[config.mk]
export PLATFORM = sky130hd
export DESIGN_NAME = brute_force_tour_search_flat
export DESIGN_NICKNAME = d
export VERILOG_FILES = /design/src/rtl/core/bfts_pkg.sv /design/src/rtl/core/bfts_if.sv /design/src/rtl/core/bfts_dist_ram.sv /design/src/rtl/core/bfts_perm_step.sv /design/src/rtl/core/bfts_tour_unit.sv /design/src/rtl/core/brute_force_tour_search.sv /design/src/flat_wrapper.sv
export SDC_FILE = /design/constraint.sdc
export NUM_CORES = 2
export LEC_CHECK = 0
export ABC_CLOCK_PERIOD_IN_PS = 10200
export BUFFER_PORTS_ARGS = -buffer_cell sky130_fd_sc_hd__buf_2
export CAP_MARGIN = 15
export CORE_MARGIN = 8
export CORE_UTILIZATION = 50
export DETAILED_ROUTE_END_ITERATION = 12
export HOLD_SLACK_MARGIN = 0.06
export PLACE_DENSITY = 0.66
export SYNTH_ARGS = -nofsm -noshare
export SYNTH_HDL_FRONTEND = slang
export SYNTH_SLANG_ARGS = --single-unit
[constraint.sdc]
create_clock -name clock -period 10.2 [get_ports clock]
set_clock_uncertainty 0.2 [all_clocks]
set_input_delay 1.53 -clock clock [delete_from_list [all_inputs] [get_ports clock]]
set_output_delay 1.53 -clock clock [all_outputs]
set_load 0.01 [all_outputs]
[src/rtl/core/bfts_pkg.sv]
// Shared constants, types and control structs for the brute-force tour search.
// No dependencies; every other file of the block imports this package.
package bfts_pkg;

   localparam int MAX_CITIES  = 8;
   localparam int CITY_W      = $clog2(MAX_CITIES);
   localparam int COUNT_W     = 4;
   localparam int LENGTH_BITS = 16;
   localparam int TOUR_W      = 19;
   localparam int DIST_ADDR_W = 2 * CITY_W;
   localparam int DIST_DEPTH  = MAX_CITIES * MAX_CITIES;
   localparam int PADDR_W     = 3;
   localparam int PDATA_W     = 32;

   localparam logic [TOUR_W-1:0]  TOUR_MAX  = {TOUR_W{1'b1}};
   localparam logic [COUNT_W-1:0] COUNT_MIN = COUNT_W'(2);
   localparam logic [COUNT_W-1:0] COUNT_MAX = COUNT_W'(MAX_CITIES);

   localparam logic CMD_LOAD   = 1'b0;
   localparam logic CMD_SEARCH = 1'b1;

   localparam logic REG_CITY_COUNT = 1'b0;
   localparam logic REG_START_CITY = 1'b1;

   typedef logic [CITY_W-1:0]      city_type;
   typedef logic [TOUR_W-1:0]      tour_type;
   typedef logic [LENGTH_BITS-1:0] length_type;

   typedef struct packed {
      logic clear;
      logic add;
      logic judge;
      logic fresh;
   } tour_ctl_type;

   typedef struct packed {
      logic     better;
      tour_type best;
   } tour_sts_type;

endpackage

[src/rtl/core/bfts_if.sv]
// Valid/ready channel interfaces for search requests and route results.
// Depends on bfts_pkg.
interface bfts_req_if import bfts_pkg::*; ();
   logic       valid;
   logic       ready;
   logic       cmd;
   city_type   from_city;
   city_type   to_city;
   length_type edge_length;

   modport source (output valid, cmd, from_city, to_city, edge_length, input ready);
   modport sink   (input valid, cmd, from_city, to_city, edge_length, output ready);
endinterface

interface bfts_rsp_if import bfts_pkg::*; ();
   logic     valid;
   logic     ready;
   city_type route_city;
   tour_type tour_length;
   logic     last;

   modport source (output valid, route_city, tour_length, last, input ready);
   modport sink   (input valid, route_city, tour_length, last, output ready);
endinterface

[src/rtl/core/bfts_dist_ram.sv]
// Distance memory: one write port, one read port with registered read data.
// Depends on bfts_pkg.
module bfts_dist_ram import bfts_pkg::*; (
   input  logic                   clock,
   input  logic                   we,
   input  logic [DIST_ADDR_W-1:0] waddr,
   input  length_type             wdata,
   input  logic                   re,
   input  logic [DIST_ADDR_W-1:0] raddr,
   output length_type             rdata
);

   length_type mem [DIST_DEPTH];
   length_type rdata_ff;

   always_ff @(posedge clock) begin
      if (we) begin
         mem[waddr] <= wdata;
      end
      if (re) begin
         rdata_ff <= mem[raddr];
      end
   end

   assign rdata = rdata_ff;

endmodule

[src/rtl/core/bfts_perm_step.sv]
// Lexicographic next-permutation step over the first m entries of the order.
// Depends on bfts_pkg.
module bfts_perm_step import bfts_pkg::*; (
   input  city_type            a   [MAX_CITIES],
   input  logic [CITY_W-1:0]   m,
   output city_type            nxt [MAX_CITIES],
   output logic                has_next
);

   city_type piv;
   city_type sw;
   city_type pval;
   city_type b [MAX_CITIES];

   always_comb begin
      piv      = '0;
      has_next = 1'b0;
      for (int x = 1; x < MAX_CITIES; x++) begin
         if (x < int'(m) && a[x-1] < a[x]) begin
            piv      = CITY_W'(x);
            has_next = 1'b1;
         end
      end
      pval = a[piv - 1'b1];
      sw   = piv;
      for (int y = 0; y < MAX_CITIES; y++) begin
         if (y >= int'(piv) && y < int'(m) && a[y] > pval) begin
            sw = CITY_W'(y);
         end
      end
      b = a;
      if (has_next) begin
         b[piv - 1'b1] = a[sw];
         b[sw]         = pval;
      end
      for (int x = 0; x < MAX_CITIES; x++) begin
         if (x >= int'(piv) && x < int'(m)) begin
            nxt[x] = b[CITY_W'(int'(piv) + int'(m) - 1 - x)];
         end else begin
            nxt[x] = b[x];
         end
      end
   end

endmodule

[src/rtl/core/bfts_tour_unit.sv]
// Shared saturating accumulator and best-length compare for tour sums.
// Depends on bfts_pkg.
module bfts_tour_unit import bfts_pkg::*; (
   input  logic         clock,
   input  logic         reset,
   input  tour_ctl_type ctl,
   input  length_type   edge_len,
   output tour_sts_type sts
);

   tour_type          acc_ff, acc_in;
   tour_type          best_ff, best_in;
   logic [TOUR_W:0]   sum;
   logic              better;

   always_comb begin
      sum    = {1'b0, acc_ff} + (TOUR_W+1)'(edge_len);
      better = ctl.judge && (ctl.fresh || acc_ff < best_ff);
      acc_in = acc_ff;
      if (ctl.clear) begin
         acc_in = '0;
      end else if (ctl.add) begin
         acc_in = (sum > {1'b0, TOUR_MAX}) ? TOUR_MAX : sum[TOUR_W-1:0];
      end
      best_in = better ? acc_ff : best_ff;
   end

   always_ff @(posedge clock) begin
      if (reset) begin
         acc_ff  <= '0;
         best_ff <= TOUR_MAX;
      end else begin
         acc_ff  <= acc_in;
         best_ff <= best_in;
      end
   end

   assign sts.better = better;
   assign sts.best   = best_ff;

endmodule

[src/rtl/core/brute_force_tour_search.sv]
// Brute-force closed-tour search: top level with sequencer, CSR port and result channel.
// Depends on bfts_pkg, bfts_if, bfts_dist_ram, bfts_perm_step and bfts_tour_unit.
//
// A load transfer (cmd 0) writes one distance entry. A search transfer (cmd 1) with n
// cities walks all (n-1)! orders of the other cities; for each order the single read
// port of the distance memory feeds one edge per cycle into the shared saturating
// adder, followed by the drain and compare states. The n route results then leave one
// per cycle while rsp.ready is high. The block takes no request from search start
// until the last result transfer.
module brute_force_tour_search import bfts_pkg::*; (
   input  logic               clock,
   input  logic               reset,
   bfts_req_if.sink           req,
   bfts_rsp_if.source         rsp,
   input  logic               psel,
   input  logic               penable,
   input  logic               pwrite,
   input  logic [PADDR_W-1:0] paddr,
   input  logic [PDATA_W-1:0] pwdata,
   output logic [PDATA_W-1:0] prdata,
   output logic               pready
);

   typedef enum logic [4:0] {
      ST_IDLE  = 5'b00001,
      ST_SUM   = 5'b00010,
      ST_DRAIN = 5'b00100,
      ST_JUDGE = 5'b01000,
      ST_EMIT  = 5'b10000
   } state_type;

   state_type            state_ff, state_in;
   logic [COUNT_W-1:0]   city_count_ff, city_count_in;
   city_type             start_city_ff, start_city_in;
   logic [COUNT_W-1:0]   n_ff, n_in;
   city_type             s_ff, s_in;
   city_type             m_ff, m_in;
   city_type             e_ff, e_in;
   city_type             k_ff, k_in;
   logic                 pend_ff, pend_in;
   logic                 fresh_ff, fresh_in;
   city_type             order_ff [MAX_CITIES];
   city_type             order_in [MAX_CITIES];
   city_type             best_order_ff [MAX_CITIES];
   city_type             best_order_in [MAX_CITIES];
   city_type             init_order [MAX_CITIES];
   city_type             next_order [MAX_CITIES];
   logic                 has_next;
   logic [COUNT_W-1:0]   n_clamp;
   logic                 csr_wr;
   logic                 req_xfer;
   logic                 rsp_xfer;
   city_type             from_sel, to_sel;
   length_type           edge_len;
   tour_ctl_type         tour_ctl;
   tour_sts_type         tour_sts;

   bfts_dist_ram u_dist_ram (
      .clock (clock),
      .we    (req_xfer && req.cmd == CMD_LOAD),
      .waddr ({req.from_city, req.to_city}),
      .wdata (req.edge_length),
      .re    (state_ff == ST_SUM),
      .raddr ({from_sel, to_sel}),
      .rdata (edge_len)
   );

   bfts_perm_step u_perm_step (
      .a        (order_ff),
      .m        (m_ff),
      .nxt      (next_order),
      .has_next (has_next)
   );

   bfts_tour_unit u_tour_unit (
      .clock    (clock),
      .reset    (reset),
      .ctl      (tour_ctl),
      .edge_len (edge_len),
      .sts      (tour_sts)
   );

   assign pready   = 1'b1;
   assign csr_wr   = psel && penable && pwrite && pready;
   assign prdata   = (paddr[2] == REG_START_CITY) ? PDATA_W'(start_city_ff)
                                                  : PDATA_W'(city_count_ff);
   assign req.ready = (state_ff == ST_IDLE);
   assign req_xfer  = req.valid && req.ready;
   assign rsp_xfer  = rsp.valid && rsp.ready;

   assign from_sel = (e_ff == '0) ? s_ff : order_ff[e_ff - 1'b1];
   assign to_sel   = (e_ff == m_ff) ? s_ff : order_ff[e_ff];

   assign rsp.valid       = (state_ff == ST_EMIT);
   assign rsp.route_city  = (k_ff == '0) ? s_ff : best_order_ff[k_ff - 1'b1];
   assign rsp.tour_length = tour_sts.best;
   assign rsp.last        = ({1'b0, k_ff} == n_ff - 1'b1);

   always_comb begin
      tour_ctl.clear = (req_xfer && req.cmd == CMD_SEARCH) ||
                       (state_ff == ST_JUDGE && has_next);
      tour_ctl.add   = pend_ff;
      tour_ctl.judge = (state_ff == ST_JUDGE);
      tour_ctl.fresh = fresh_ff;
   end

   always_comb begin
      if (city_count_ff < COUNT_MIN) begin
         n_clamp = COUNT_MIN;
      end else if (city_count_ff > COUNT_MAX) begin
         n_clamp = COUNT_MAX;
      end else begin
         n_clamp = city_count_ff;
      end
      for (int k = 0; k < MAX_CITIES; k++) begin
         init_order[k] = (k < int'(start_city_ff)) ? CITY_W'(k) : CITY_W'(k + 1);
      end
   end

   always_comb begin
      city_count_in = city_count_ff;
      start_city_in = start_city_ff;
      if (csr_wr) begin
         if (paddr[2] == REG_CITY_COUNT) begin
            city_count_in = pwdata[COUNT_W-1:0];
         end else begin
            start_city_in = pwdata[CITY_W-1:0];
         end
      end
   end

   always_comb begin
      state_in      = state_ff;
      n_in          = n_ff;
      s_in          = s_ff;
      m_in          = m_ff;
      e_in          = e_ff;
      k_in          = k_ff;
      pend_in       = (state_ff == ST_SUM);
      fresh_in      = fresh_ff;
      order_in      = order_ff;
      best_order_in = best_order_ff;
      case (state_ff)
         ST_IDLE: begin
            if (req_xfer && req.cmd == CMD_SEARCH) begin
               n_in     = n_clamp;
               s_in     = start_city_ff;
               m_in     = CITY_W'(n_clamp - 1'b1);
               e_in     = '0;
               fresh_in = 1'b1;
               order_in = init_order;
               state_in = ST_SUM;
            end
         end
         ST_SUM: begin
            if (e_ff == m_ff) begin
               state_in = ST_DRAIN;
            end else begin
               e_in = e_ff + 1'b1;
            end
         end
         ST_DRAIN: begin
            state_in = ST_JUDGE;
         end
         ST_JUDGE: begin
            if (tour_sts.better) begin
               best_order_in = order_ff;
            end
            fresh_in = 1'b0;
            order_in = next_order;
            e_in     = '0;
            k_in     = '0;
            state_in = has_next ? ST_SUM : ST_EMIT;
         end
         ST_EMIT: begin
            if (rsp_xfer) begin
               if (rsp.last) begin
                  state_in = ST_IDLE;
               end else begin
                  k_in = k_ff + 1'b1;
               end
            end
         end
         default: begin
            state_in = ST_IDLE;
         end
      endcase
   end

   always_ff @(posedge clock) begin
      if (reset) begin
         state_ff      <= ST_IDLE;
         city_count_ff <= COUNT_MIN;
         start_city_ff <= '0;
         pend_ff       <= 1'b0;
         fresh_ff      <= 1'b0;
         e_ff          <= '0;
         k_ff          <= '0;
         for (int i = 0; i < MAX_CITIES; i++) begin
            order_ff[i]      <= '0;
            best_order_ff[i] <= '0;
         end
      end else begin
         state_ff      <= state_in;
         city_count_ff <= city_count_in;
         start_city_ff <= start_city_in;
         pend_ff       <= pend_in;
         fresh_ff      <= fresh_in;
         e_ff          <= e_in;
         k_ff          <= k_in;
         order_ff      <= order_in;
         best_order_ff <= best_order_in;
      end
   end

   always_ff @(posedge clock) begin
      n_ff <= n_in;
      s_ff <= s_in;
      m_ff <= m_in;
   end

   a_busy_while_emit: assert property (@(posedge clock) disable iff (reset)
      rsp.valid |-> !req.ready)
      else $error("request side ready while route results are pending");

   a_idle_after_last: assert property (@(posedge clock) disable iff (reset)
      (rsp.valid && rsp.ready && rsp.last) |=> req.ready)
      else $error("block not idle after final route transfer");

   a_judge_settled: assert property (@(posedge clock) disable iff (reset)
      (state_ff == ST_JUDGE) |-> !pend_ff)
      else $error("tour compared before its last edge was added");

endmodule
[src/flat_wrapper.sv]
// flat-port wrapper written by rule: the top's interface ports become plain ports
module brute_force_tour_search_flat import bfts_pkg::*;
  (clock, reset, psel, penable, pwrite, paddr, pwdata, prdata, pready, req_valid, req_cmd, req_from_city, req_to_city, req_edge_length, req_ready, rsp_valid, rsp_route_city, rsp_tour_length, rsp_last, rsp_ready);
  bfts_req_if req_i ();
  bfts_rsp_if rsp_i ();
  input  logic clock;
  input  logic reset;
  input  logic psel;
  input  logic penable;
  input  logic pwrite;
  input  logic [PADDR_W-1:0] paddr;
  input  logic [PDATA_W-1:0] pwdata;
  output logic [PDATA_W-1:0] prdata;
  output logic pready;
  input wire logic [$bits(req_i.valid)-1:0] req_valid;
  input wire logic [$bits(req_i.cmd)-1:0] req_cmd;
  input wire logic [$bits(req_i.from_city)-1:0] req_from_city;
  input wire logic [$bits(req_i.to_city)-1:0] req_to_city;
  input wire logic [$bits(req_i.edge_length)-1:0] req_edge_length;
  output wire logic [$bits(req_i.ready)-1:0] req_ready;
  output wire logic [$bits(rsp_i.valid)-1:0] rsp_valid;
  output wire logic [$bits(rsp_i.route_city)-1:0] rsp_route_city;
  output wire logic [$bits(rsp_i.tour_length)-1:0] rsp_tour_length;
  output wire logic [$bits(rsp_i.last)-1:0] rsp_last;
  input wire logic [$bits(rsp_i.ready)-1:0] rsp_ready;
  assign req_i.valid = req_valid;
  assign req_i.cmd = req_cmd;
  assign req_i.from_city = req_from_city;
  assign req_i.to_city = req_to_city;
  assign req_i.edge_length = req_edge_length;
  assign req_ready = req_i.ready;
  assign rsp_valid = rsp_i.valid;
  assign rsp_route_city = rsp_i.route_city;
  assign rsp_tour_length = rsp_i.tour_length;
  assign rsp_last = rsp_i.last;
  assign rsp_i.ready = rsp_ready;
  brute_force_tour_search u_core (.clock(clock), .reset(reset), .req(req_i), .rsp(rsp_i), .psel(psel), .penable(penable), .pwrite(pwrite), .paddr(paddr), .pwdata(pwdata), .prdata(prdata), .pready(pready));
endmodule
==> metrics.txt <==
outcome=completed; register area share after synthesis=0.658; worst r2r src=u_core.order_ff[20]; postcts setup bufs=0; synth unique cells=100; critical path's slowest cell=dfxtp_1; CP Launch Type=flop; starting density of the core=0.503; pwr/cell area=282 nW/um2; Async S/R FF share, synth=0; root buffer cell=clkbuf_16; min-delay src=u_core.best_order_ff[6]; NetSw=slightly below 0.006 W; Final Cycle Share=0.875; Setup crit end kind=flop; final net count=3480; Antenna Cells=0; Pint=0.0106 W; flops & latches, synth=1156; Crit path required time=10.60 ns; die extent in x=between 300 and 400 um; Synth area leaders=edfxtp_1, mux4_2, dfxtp_1, mux2i_1, ha_1; RSZ-0062 raised after global routing=no; Die Y=between 300 and 400 um; WL final=133 mm; routed len/inst=approximately 28 um; cell mode on critical path=buf_4; crit path time final=8.93 ns; Main synth FF type=edfxtp_1; Synth Area per Inst=16.3 um2; slew at the pin closest to its max-slew limit=1.22 ns; clock slew at reported path FFs=0.06 ns; WHS Endpoint=u_core.best_order_ff[6]; via count=29500; Leakage=19.2 nW; number of port buffers=63; Clock Latency Late Sink=between 0.7 and 0.8 ns; IO Count=123; total CTS buffers=roughly 110; largest net degree at the start of global routing=120; via/cell ratio=6.15; Hold Path Class=flop to flop; worst r2r path cells=34; Setup Crit Path Kind=flop to flop; CP peak stage delay=0.82 ns; gpl congestion=just over 0.9; r2r endpoint=u_core.order_ff[19]; Setup-failing EPs final=0; register area=approximately 34000 um2; grt ovf=0; number of synthesized flops with an enable pin=1050; Layout Utilization=0.572; CTS resizes=0; FP Rows=117; CTS tree=yes; Slew HR=0.183; initial antenna violation count=4; hold depth=2; CORE AREA=102000 um2; Worst Path Max Fanout=10; yosys synthesis warning count=0; drt pass-1 iters=5; Final TNS setup=0 ns; CTS Hold Bufs=0; Max VDD drop=266 uV; Mapped Cells=3136; combinational share of power=0.416; Syn Std Cell Area=a little over 50000 um2; fill cell count=roughly 7700; share of cells above drive strength 1=0.242; flop2flop setup slack=1.27 ns; Flop pwr share=0.322; clock buffer depth=3; arrival time of the worst setup path=9.33 ns; fmax=0.112 GHz; Max Slew Vio Count=0; Total Die Area=around 110000 um2; clk sink count=1156; Final Hold Vio Count=0; Final ANT Viol Nets=0; first-pass GRT wire length=195 mm; GRT Overall Usage=0.231; Sw Ratio=0.354; vias in the first global route=29600; Post-route DRC=0; DP Wirelength=82.6 mm; multi-input logic area=16400 um2; top cell type by total area after synthesis=edfxtp_1; area grow syn2layout=13.7%; Max-Cap Viols=0; drt initial violations=2970; clock power share=0.262; htree depth=3; top cell type's share of synthesized area=0.617
logic make-up after synthesis:
| group | count (synthesis) | share of synthesized area |
|---|---|---|
| compound gates | 523 | 0.0767 |
| xor+xnor | 35 | 0.00600 |
| fa+ha+maj | 79 | 0.0195 |
| buf+inv | 306 | 0.0252 |
| flops | 1156 | 0.658 |
| mux | 457 | 0.160 |
| other cells | 2 | 0.000147 |
| simple gates | 578 | 0.0545 |
state kept, by name, indices dropped and copies added (netlist names), 3 cells and up:
| register | count |
|---|---|
| u_core.k_ff | 3 |
| u_core.s_ff | 3 |
| u_core.order_ff | 24 |
| u_core.u_dist_ram.rdata | 16 |
| u_core.best_order_ff | 24 |
| u_core.e_ff | 3 |
| u_core.city_count_ff | 4 |
| u_core.start_city_ff | 3 |
| u_core.m_ff | 3 |
| u_core.u_tour_unit.best_ff | 19 |
| u_core.state_ff | 5 |
| u_core.n_ff | 4 |
| u_core.u_dist_ram.mem | 1024 |
| u_core.u_tour_unit.acc_ff | 19 |
power groups by stage:
stage / Combinational (W) / Clock [W] / Sequential [W]
after global placement: 0.00666 / 0 / 0.00537
after detailed placement: 0.00668 / 0 / 0.00538
after CTS: 0.00672 / 0.00435 / 0.00527
after global routing: 0.00726 / 0.00452 / 0.00528
final: 0.00681 / 0.00429 / 0.00527
after floorplan: 0.00387 / 0 / 0.00535
cells in the mapped netlist, drive strengths merged (34+ instances only):
library cell  instances
edfxtp             1050
mux2i               145
a211oi              107
o21ai                48
clkbuf              128
nor2b                55
mux4                283
nand2b               55
nand2               111
buf                  87
dfxtp               106
nor3                 34
nor2                226
a21oi                96
ha                   78
inv                  89
worst max path at each step:
stage                     slack, ns  cells after the start                start                  end
after floorplan                2.56                     34  u_core.order_ff[16]   u_core.order_ff[8]
after global placement         1.66                     34  u_core.order_ff[20]  u_core.order_ff[19]
after detailed placement       1.56                     34  u_core.order_ff[20]  u_core.order_ff[19]
after CTS                      1.48                     34  u_core.order_ff[20]  u_core.order_ff[19]
after global routing           0.88                     34  u_core.order_ff[20]  u_core.order_ff[19]
final                          1.27                     34  u_core.order_ff[20]  u_core.order_ff[19]
routing by layer:
metal | global-route usage | part of all wire
met1 | 0.319 | 0.42
met2 | 0.372 | 0.47
met3 | 0.0428 | 0.074
met4 | 0.0799 | 0.035
met5 | 0 | 0.00029
area by class of cell:
type	instances	area share
multi-input cells	1701	0.283
repair buffers	274	0.0372
inverters	91	0.00588
flip-flops and latches	1156	0.579
well taps	1368	0.0295
clock buffers	131	0.0498
clock inverters	79	0.0158
critical path, delay by kind of cell (launching register included):
| kind | cells | cell delay [ns] |
|---|---|---|
| AO/OA/AOI/OAI | 15 | 3.69 |
| AND/OR/NAND/NOR | 6 | 1.47 |
| buffers and inverters | 8 | 1.19 |
| adder cells (fa/ha/maj) | 3 | 0.97 |
| flip-flops | 1 | 0.82 |
| multiplexers | 2 | 0.45 |
stage by stage:
step	instance area, um2	std cells	hold slack [ns]	total power [W]	setup WS (ns)
detailed placement	54100	4580	0.266	0.0121	1.56
CTS	57900	4790	0.279	0.0163	1.48
global route	58100	4800	0.293	0.0170	0.879
global placement	54100	4580	0.255	0.0120	1.66
finish	58100	4800	0.273	0.0164	1.27
floorplan	51200	3163	0.206	0.00922	2.56
placed cells by master, fill, tap and decap left out, drive strengths merged, types with 11 or more instances in the layout:
cell type  count
edfxtp      1050
mux4         283
buf          274
nor2         226
mux2i        145
clkbuf       131
nand2        111
a211oi       107
dfxtp        106
a21oi         96
inv           92
ha            78
nand2b        55
nor2b         55
clkinv        53
o21ai         48
nor3          34
a31oi         31
o211ai        30
mux2          29
xnor2         29
conb          29
nand3         29
a21o          26
a211o         24
a311oi        21
bufinv        19
a221oi        14
and3          13
a22oi         13
o21bai        12
and2          11
a221o         11
(Power assumes the default switching activity.)
